File: src/rtl/core/pts_pkg.sv
// Shared types and constants of the priority time-slot scheduler.
// Depends on nothing; every other file but pts_ram imports it.
package pts_pkg;

    localparam int MAX_TASKS = 16;
    localparam int TIX_W     = $clog2(MAX_TASKS);
    localparam int CNT_W     = 5;
    localparam int TIME_BITS = 32;

    localparam logic [TIME_BITS-1:0] TIME_NEVER = '1;

    localparam logic OP_LOAD  = 1'b0;
    localparam logic OP_QUERY = 1'b1;

    typedef struct packed {
        logic                 operation;
        logic [3:0]           task_index;
        logic [TIME_BITS-1:0] current_time;
        logic [TIME_BITS-1:0] interval;
        logic [TIME_BITS-1:0] duration;
    } t_in_word;

    typedef struct packed {
        logic                 found;
        logic [3:0]           chosen_index;
        logic [TIME_BITS-1:0] start_time;
        logic [TIME_BITS-1:0] run_count;
        logic                 late;
        logic [TIME_BITS-1:0] lateness;
    } t_out_word;

    // Status handed from the scan engine to the channel logic.
    typedef struct packed {
        logic busy;
        logic res_valid;
    } t_core_stat;

endpackage

File: src/rtl/core/pts_ram.sv
// Generic single-write, single-read RAM with registered read data.
// Depends on nothing.
module pts_ram #(
    parameter int WIDTH = 32,
    parameter int DEPTH = 16
) (
    input  logic                     i_clk,
    input  logic                     i_we,
    input  logic [$clog2(DEPTH)-1:0] i_waddr,
    input  logic [WIDTH-1:0]         i_wdata,
    input  logic [$clog2(DEPTH)-1:0] i_raddr,
    output logic [WIDTH-1:0]         o_rdata
);

    logic [WIDTH-1:0] r_mem [DEPTH];
    logic [WIDTH-1:0] r_rdata;

    always_ff @(posedge i_clk) begin
        if (i_we) begin
            r_mem[i_waddr] <= i_wdata;
        end
        r_rdata <= r_mem[i_raddr];
    end

    assign o_rdata = r_rdata;

endmodule

File: src/rtl/core/pts_core.sv
// Task table and scan sequencer: four table RAMs, one shared compare unit.
// Depends on pts_pkg and pts_ram.
module pts_core (
    input  logic                       i_clk,
    input  logic                       i_rst_n,
    input  logic                       i_start,
    input  pts_pkg::t_in_word          i_item,
    input  logic [pts_pkg::CNT_W-1:0]  i_task_count,
    input  logic                       i_res_take,
    output pts_pkg::t_out_word         o_res,
    output pts_pkg::t_core_stat        o_stat
);
    import pts_pkg::*;

    typedef enum logic [5:0] {
        S_IDLE = 6'b000001,
        S_LOAD = 6'b000010,
        S_EVAL = 6'b000100,
        S_CMP  = 6'b001000,
        S_UPD  = 6'b010000,
        S_OUT  = 6'b100000
    } t_state;

    t_state               r_state, n_state;
    logic [TIX_W-1:0]     r_k, n_k;
    logic [TIX_W-1:0]     r_j, n_j;
    logic [TIME_BITS-1:0] r_now, n_now;
    logic [TIME_BITS-1:0] r_start, n_start;
    logic [TIME_BITS-1:0] r_sched, n_sched;
    logic [TIME_BITS:0]   r_end, n_end;
    t_out_word            r_res, n_res;

    logic [TIX_W-1:0]     j_next;
    logic [CNT_W-1:0]     count;
    logic                 load_ok;
    logic [TIX_W-1:0]     wr_addr;
    logic [TIX_W-1:0]     nr_raddr;
    logic                 nr_we, pd_we, ml_we, rn_we;
    logic [TIME_BITS-1:0] nr_wdata, rn_wdata;
    logic [TIME_BITS-1:0] nr_q, pd_q, ml_q, rn_q;
    logic [TIME_BITS-1:0] cand_start;
    logic                 late;

    pts_ram #(.WIDTH(TIME_BITS), .DEPTH(MAX_TASKS)) u_next_run (
        .i_clk(i_clk), .i_we(nr_we), .i_waddr(wr_addr), .i_wdata(nr_wdata),
        .i_raddr(nr_raddr), .o_rdata(nr_q)
    );
    pts_ram #(.WIDTH(TIME_BITS), .DEPTH(MAX_TASKS)) u_period (
        .i_clk(i_clk), .i_we(pd_we), .i_waddr(wr_addr), .i_wdata(i_item.interval),
        .i_raddr(r_k), .o_rdata(pd_q)
    );
    pts_ram #(.WIDTH(TIME_BITS), .DEPTH(MAX_TASKS)) u_max_length (
        .i_clk(i_clk), .i_we(ml_we), .i_waddr(wr_addr), .i_wdata(i_item.duration),
        .i_raddr(r_k), .o_rdata(ml_q)
    );
    pts_ram #(.WIDTH(TIME_BITS), .DEPTH(MAX_TASKS)) u_runs (
        .i_clk(i_clk), .i_we(rn_we), .i_waddr(wr_addr), .i_wdata(rn_wdata),
        .i_raddr(r_k), .o_rdata(rn_q)
    );

    assign j_next     = r_j + 1'b1;
    assign count      = (int'(i_task_count) > MAX_TASKS) ? CNT_W'(MAX_TASKS) : i_task_count;
    assign load_ok    = int'(i_item.task_index) < MAX_TASKS;
    assign wr_addr    = (r_state == S_IDLE) ? TIX_W'(i_item.task_index) : r_k;
    assign cand_start = (r_now > nr_q) ? r_now : nr_q;
    assign late       = r_now > r_sched;

    // The next_run port reads the candidate in S_LOAD and the
    // higher-priority entries one after another during the compare pass.
    always_comb begin
        case (r_state)
            S_EVAL:  nr_raddr = '0;
            S_CMP:   nr_raddr = j_next;
            default: nr_raddr = r_k;
        endcase
    end

    always_comb begin
        n_state  = r_state;
        n_k      = r_k;
        n_j      = r_j;
        n_now    = r_now;
        n_start  = r_start;
        n_sched  = r_sched;
        n_end    = r_end;
        n_res    = r_res;
        nr_we    = 1'b0;
        pd_we    = 1'b0;
        ml_we    = 1'b0;
        rn_we    = 1'b0;
        nr_wdata = i_item.current_time;
        rn_wdata = '0;

        case (r_state)
            S_IDLE: begin
                if (i_start) begin
                    if (i_item.operation == OP_LOAD) begin
                        nr_we = load_ok;
                        pd_we = load_ok;
                        ml_we = load_ok;
                        rn_we = load_ok;
                    end else begin
                        n_now = i_item.current_time;
                        if (count == '0) begin
                            n_res   = '0;
                            n_state = S_OUT;
                        end else begin
                            n_k     = TIX_W'(count - 1'b1);
                            n_state = S_LOAD;
                        end
                    end
                end
            end
            S_LOAD: begin
                n_state = S_EVAL;
            end
            S_EVAL: begin
                n_sched = nr_q;
                n_start = cand_start;
                n_end   = {1'b0, cand_start} + {1'b0, ml_q};
                n_j     = '0;
                if (nr_q == TIME_NEVER) begin
                    if (r_k == '0) begin
                        n_res   = '0;
                        n_state = S_OUT;
                    end else begin
                        n_k     = r_k - 1'b1;
                        n_state = S_LOAD;
                    end
                end else if (r_k == '0) begin
                    n_state = S_UPD;
                end else begin
                    n_state = S_CMP;
                end
            end
            S_CMP: begin
                // Candidate must finish no later than entry r_j is due.
                if (r_end > {1'b0, nr_q}) begin
                    if (r_k == '0) begin
                        n_res   = '0;
                        n_state = S_OUT;
                    end else begin
                        n_k     = r_k - 1'b1;
                        n_state = S_LOAD;
                    end
                end else if (j_next == r_k) begin
                    n_state = S_UPD;
                end else begin
                    n_j = j_next;
                end
            end
            S_UPD: begin
                nr_we    = 1'b1;
                nr_wdata = (pd_q == TIME_NEVER) ? TIME_NEVER : r_start + pd_q;
                rn_we    = 1'b1;
                rn_wdata = rn_q + 1'b1;
                n_res.found        = 1'b1;
                n_res.chosen_index = 4'(r_k);
                n_res.start_time   = r_start;
                n_res.run_count    = rn_q + 1'b1;
                n_res.late         = late;
                n_res.lateness     = late ? r_now - r_sched : '0;
                n_state            = S_OUT;
            end
            S_OUT: begin
                if (i_res_take) begin
                    n_state = S_IDLE;
                end
            end
            default: begin
                n_state = S_IDLE;
            end
        endcase
    end

    always_ff @(posedge i_clk) begin
        if (!i_rst_n) begin
            r_state <= S_IDLE;
        end else begin
            r_state <= n_state;
        end
        r_k     <= n_k;
        r_j     <= n_j;
        r_now   <= n_now;
        r_start <= n_start;
        r_sched <= n_sched;
        r_end   <= n_end;
        r_res   <= n_res;
    end

    assign o_res            = r_res;
    assign o_stat.busy      = (r_state != S_IDLE);
    assign o_stat.res_valid = (r_state == S_OUT);

    a_cmp_below_cand: assert property (@(posedge i_clk) disable iff (!i_rst_n)
        (r_state == S_CMP) |-> (r_j < r_k))
        else $error("compare index reached the candidate");

    a_query_leaves_idle: assert property (@(posedge i_clk) disable iff (!i_rst_n)
        (r_state == S_IDLE && i_start && i_item.operation == OP_QUERY)
        |=> (r_state != S_IDLE))
        else $error("query did not start a scan");

    a_load_stays_idle: assert property (@(posedge i_clk) disable iff (!i_rst_n)
        (r_state == S_IDLE && i_start && i_item.operation == OP_LOAD)
        |=> (r_state == S_IDLE))
        else $error("load left the idle state");

    a_late_matches: assert property (@(posedge i_clk) disable iff (!i_rst_n)
        (r_state == S_OUT) |-> (r_res.late == (r_res.lateness != '0)))
        else $error("late flag disagrees with lateness");

endmodule

File: src/rtl/core/priority_time_slot_scheduler.sv
// Top level of the priority time-slot scheduler: channels, task count
// register and output register. Depends on pts_pkg and pts_core.
//
// Usage. Input words arrive on i_in_valid / o_in_stall / i_in_data and
// results leave on o_out_valid / i_out_stall / o_out_data; a word moves at
// a rising edge where valid is high and stall is low. A load word writes
// one task entry in the cycle it is accepted and gives no result. A query
// word always gives exactly one result word.
// Scan. A query scans the entries in use from the lowest priority up.
// For each candidate the table is read (S_LOAD), its start and end time
// are formed (S_EVAL), and its end time is compared against each
// higher-priority entry in turn on the one shared compare unit (S_CMP);
// the table's single next_run read port gives one entry at a time. The
// chosen entry is then updated (S_UPD). The input is stalled during the
// whole scan and while its result waits; a load does not stall the input.
// Reset (synchronous, active low) clears the task count to zero and empties
// the output register; table contents are undefined until loaded.
// When the receiver stalls, the result word holds in the output register;
// the next word is still accepted, and a new result waits inside the scan
// engine until the output register frees up. The user must write the task
// count (i_cfg_we / i_cfg_data) only while idle; the block does not check.
module priority_time_slot_scheduler (
    input  logic                       i_clk,
    input  logic                       i_rst_n,
    input  logic                       i_cfg_we,
    input  logic [pts_pkg::CNT_W-1:0]  i_cfg_data,
    input  logic                       i_in_valid,
    output logic                       o_in_stall,
    input  pts_pkg::t_in_word          i_in_data,
    output logic                       o_out_valid,
    input  logic                       i_out_stall,
    output pts_pkg::t_out_word         o_out_data
);
    import pts_pkg::*;

    logic [CNT_W-1:0] r_task_count;
    logic             r_out_valid;
    t_out_word        r_out_data;
    t_out_word        core_res;
    t_core_stat       core_stat;
    logic             in_accept;
    logic             res_take;

    assign o_in_stall = core_stat.busy;
    assign in_accept  = i_in_valid && !core_stat.busy;
    // The output register can take a new word when empty or draining now.
    assign res_take   = !r_out_valid || !i_out_stall;

    pts_core u_core (
        .i_clk        (i_clk),
        .i_rst_n      (i_rst_n),
        .i_start      (in_accept),
        .i_item       (i_in_data),
        .i_task_count (r_task_count),
        .i_res_take   (res_take),
        .o_res        (core_res),
        .o_stat       (core_stat)
    );

    always_ff @(posedge i_clk) begin
        if (!i_rst_n) begin
            r_task_count <= '0;
            r_out_valid  <= 1'b0;
        end else begin
            if (i_cfg_we) begin
                r_task_count <= i_cfg_data;
            end
            if (core_stat.res_valid && res_take) begin
                r_out_valid <= 1'b1;
            end else if (!i_out_stall) begin
                r_out_valid <= 1'b0;
            end
        end
        if (core_stat.res_valid && res_take) begin
            r_out_data <= core_res;
        end
    end

    assign o_out_valid = r_out_valid;
    assign o_out_data  = r_out_data;

endmodule

File: config.mk
export PLATFORM = sky130hd
export DESIGN_NAME = priority_time_slot_scheduler
export DESIGN_NICKNAME = d
export VERILOG_FILES = /design/src/rtl/core/pts_pkg.sv /design/src/rtl/core/pts_ram.sv /design/src/rtl/core/pts_core.sv /design/src/rtl/core/priority_time_slot_scheduler.sv
export SDC_FILE = /design/constraint.sdc
export NUM_CORES = 2
export LEC_CHECK = 0
export BUFFER_PORTS_ARGS = -buffer_cell sky130_fd_sc_hd__buf_2
export CORE_MARGIN = 2
export CORE_UTILIZATION = 32
export DETAILED_ROUTE_END_ITERATION = 7
export GPL_TIMING_DRIVEN = 0
export SETUP_SLACK_MARGIN = 0.1
export SLEW_MARGIN = 20
export SYNTH_ARGS = -nofsm -noshare
export SYNTH_HDL_FRONTEND = slang
export SYNTH_SLANG_ARGS = --single-unit
File: constraint.sdc
create_clock -name i_clk -period 10.5 [get_ports i_clk]
set_input_delay 1.575 -clock i_clk [delete_from_list [all_inputs] [get_ports i_clk]]
set_output_delay 1.575 -clock i_clk [all_outputs]
set_load 0.02 [all_outputs]
==> flow_summary.toml <==
[power_and_ir_drop]
max-vdd-ir-drop_uv = 134.0
leakage_nw = 40.72
p_per_area_nw_per_um2 = 236.8

[clocking]
cts-root-buf = "clkbuf_16"
clock_latency_ns = 0.86
cts_tree = "built"
clockBufferDepth = 4
clock_sinks = 2529
ctsHoldBuffers = 0
post-cts-setup-buffers = 0
htreeDepth = 5
clk_pin_slew_ns = 0.06
cts_buffers = 268
cts_resized = 0

[synth]
ys_seq_area_share_pct = 74.45
synthArstFlopShare_pct = 0
syn_nets = 6028
ys_types = 75
ys_warn_count = 0
syn_avg_cell_area_um2 = 17.41
synth_top_flop_cell = "edfxtp_1"
syn_area_um2 = 100100
synth_edf_count = 2389
synth-seq-cells = 2529
syn_inst = 5752

[global_route]
antenna_found_initial = 58
grt_usage_pct = 17.54
grt_pass1_vias = 54950
grt_pass1_wl_um = 401000
grt_overflow_total = 0
grt_max_degree = 60

[cells_and_area]
stdcell_area_um2 = 118300
drive_gt1_share_pct = 20.81
final_common_cell = "edfxtp_1"
nets = 6646
mostFrequentLayoutCells = "edfxtp_1, nand2_1, mux4_2"
fillers = 28270
syn_to_final_growth_pct = 18.15

[timing]
final_hold_viol_count = 0
min_period_ns = 6.376
setup_violations = 0
skew_ns = 0.08756
tightestPinTransition_ns = 1.359
relSlewSlack_pct = 8.540
rsz0062_at_grt = "false"
fmax_ghz = 0.1568
fin_crit_sh_pct = 60.73
tns_ns = 0
slew_viol_final = 0

[drt]
route.detailed.drc = 3
num_vias = 56120
drtAntennaViolNets = 0
avgViaCountPerCell = 5.233
wl_per_cell_um = 26.64
drt_pass1_iterations = 8
drt_iter0_drc = 6754
wl_um = 285700

[setup_path]
critPathArrivalTime_ns = 6.91
cpMostUsedCell = "a21o_1"
rr_worst_depth = 23
crit_path_end_kind = "register"
crit_type = "reg -> reg"
crit_required_ns = 11.03
cp-start-kind = "register"
max_stage_delay_ns = 0.53
slowest_stage = "dfxtp_1"
crit_fanout = 10
worstPathCellList = "inv_1 > ha_1 > a21o_1 > a21o_1 > a21oi_1 > nor2b_1 > o21ai_0 > a21oi_1 > o41ai_1 > a31o_2 > buf_2 > mux2_2 > ha_1 > fa_1 > a211oi_1 > o21a_1 > o211ai_1 > o2111ai_1 > a311oi_1 > a41o_1 > o41ai_4 > o21ai_0 > a21o_1"

[place]
place_area_um2 = 109800
gp_congestion = 0.8934
port_buffers = 213
hpwlAfterDp_um = 203600

[worst_hold_path]
hold_depth = 0
holdCritPathClass = "reg -> reg"

[die]
io_pins = 215
die_y_um = 563.3
rows = 205
core-area_um2 = 311600
dieWidth_um = 563.3
initial_core_util_pct = 32.13
dieArea_um2 = 317400

[status]
violations = "DRC"
outcome = "complete, but fails checks"

[job]
max_cap_viol_count = 0
per-stage QoR:
stage | util, % | hold WS, ns | instances | setup slack, ns | power, mW
finish | 37.96 | 0.4094 | 10730 | 4.124 | 28.01
detailed placement | 35.24 | 0.4045 | 10240 | 4.376 | 19.03
floorplan | - | 0.4003 | 5752 | 3.386 | 16.38
global route | 37.95 | 0.4228 | 10720 | 3.852 | 28.99
global placement | 34.13 | 0.4070 | 10110 | -0.6928 | 18.85
CTS | 37.92 | 0.4176 | 10710 | 4.228 | 28.08
cell families (layout without fill, tap and decap cells):
group | count (synthesis) | count (layout) | synth area share [%]
DFF | 2529 | 2529 | 74.45
other | 0 | 15 | 0
AOI/OAI and AO/OA | 716 | 716 | 4.991
muxes | 590 | 590 | 10.25
adders and majority gates | 165 | 165 | 2.085
buffers and inverters | 383 | 1201 | 1.567
xor gates and xnor gates | 105 | 105 | 0.9186
and+or+nand+nor | 1264 | 1264 | 5.733
flip-flops by register name (all words and copies together) (netlist names):
signal	flops
u_core.r_sched	32
u_core.u_max_length.r_mem	512
u_core.r_j	4
u_core.o_res	102
u_core.u_next_run.r_mem	512
u_core.r_start	32
u_core.r_state	6
u_core.r_k	4
u_core.u_runs.r_mem	512
u_core.u_runs.o_rdata	32
u_core.u_next_run.o_rdata	32
o_out_valid	1
o_out_data	102
u_core.u_max_length.o_rdata	32
r_task_count	5
u_core.u_period.o_rdata	32
u_core.r_now	32
u_core.u_period.r_mem	512
u_core.r_end	33
synth_stat cells (21+ instances only):
master | n | area share (%)
dfxtp_1 | 140 | 2.8
a221o_1 | 74 | 0.74
a21o_1 | 65 | 0.49
nand2_1 | 587 | 2.2
and3_1 | 85 | 0.53
a21oi_1 | 174 | 0.87
nor2b_1 | 21 | 0.13
nor2_1 | 205 | 0.77
buf_1 | 51 | 0.19
o22ai_1 | 75 | 0.47
o21ai_0 | 76 | 0.38
clkbuf_1 | 140 | 0.52
mux4_2 | 338 | 7.6
a311oi_1 | 98 | 0.86
inv_1 | 107 | 0.40
xnor2_1 | 58 | 0.51
xor2_1 | 47 | 0.41
buf_2 | 74 | 0.37
nand4_1 | 44 | 0.27
nand3_1 | 173 | 0.86
ha_1 | 162 | 2.0
edfxtp_1 | 2389 | 72
nor3_1 | 24 | 0.12
and2_1 | 46 | 0.29
mux2i_1 | 149 | 1.5
o21a_1 | 24 | 0.18
a31oi_1 | 53 | 0.33
mux2_2 | 103 | 1.2
path summary, 6_finish.rpt:
kind | to | start | slack [ns]
hold / removal | o_out_data[83]$_DFFE_PP_ | u_core.o_res[83]$_SDFFCE_PN0P_ | 0.41
hold reg to reg | o_out_data[83]$_DFFE_PP_ | u_core.o_res[83]$_SDFFCE_PN0P_ | 0.41
setup reg to reg | u_core.r_end[32]$_DFFE_PP_ | u_core.u_next_run.o_rdata[9]$_DFF_P_ | 4.12
setup / recovery | u_core.r_end[32]$_DFFE_PP_ | u_core.u_next_run.o_rdata[9]$_DFF_P_ | 4.12
critical path: cells and delay by family (launching register included):
family                   cells  cell delay (ns)
flip-flops                   1             0.53
AO/OA/AOI/OAI               16             3.52
multiplexers                 1             0.44
adder cells (fa/ha/maj)      3             1.03
AND/OR/NAND/NOR              1             0.06
buffers and inverters        2             0.46
cell type report:
cell class / instances / area, µm² / share of cell area, %
diodes: 15 / 37.54 / 0.03173
plain buffers: 275 / 1199 / 1.013
clock buffers: 359 / 7397 / 6.253
clock inverters: 111 / 953.4 / 0.8060
inverters: 108 / 410.4 / 0.3469
multi-input cells: 2840 / 24450 / 20.67
flip-flops and latches: 2529 / 74540 / 63.01
well taps: 4140 / 5180 / 4.379
repair buffers: 348 / 4128 / 3.489
metal layers:
| layer | part of all wire [%] | up-vias | GRT usage, % | wire (µm) |
|---|---|---|---|---|
| met2 | 47 | 2578 | 28.16 | 133900 |
| met1 | 42 | 28920 | 23.84 | 118600 |
| met3 | 8.0 | 500 | 3.072 | 22850 |
| met5 | 0.047 | - | 0 | 135 |
| met4 | 3.6 | 24 | 6.396 | 10210 |
| li1 | - | 24100 | - | - |
power by group:
part           switching [mW]  total, mW  internal, mW
Clock                    3.87       9.09          5.22
Combinational            4.07       6.41          2.34
Sequential              0.586       12.5          11.9
Total                    8.52       28.0          19.5
Note: power is estimated with default switching activity, not from simulation.
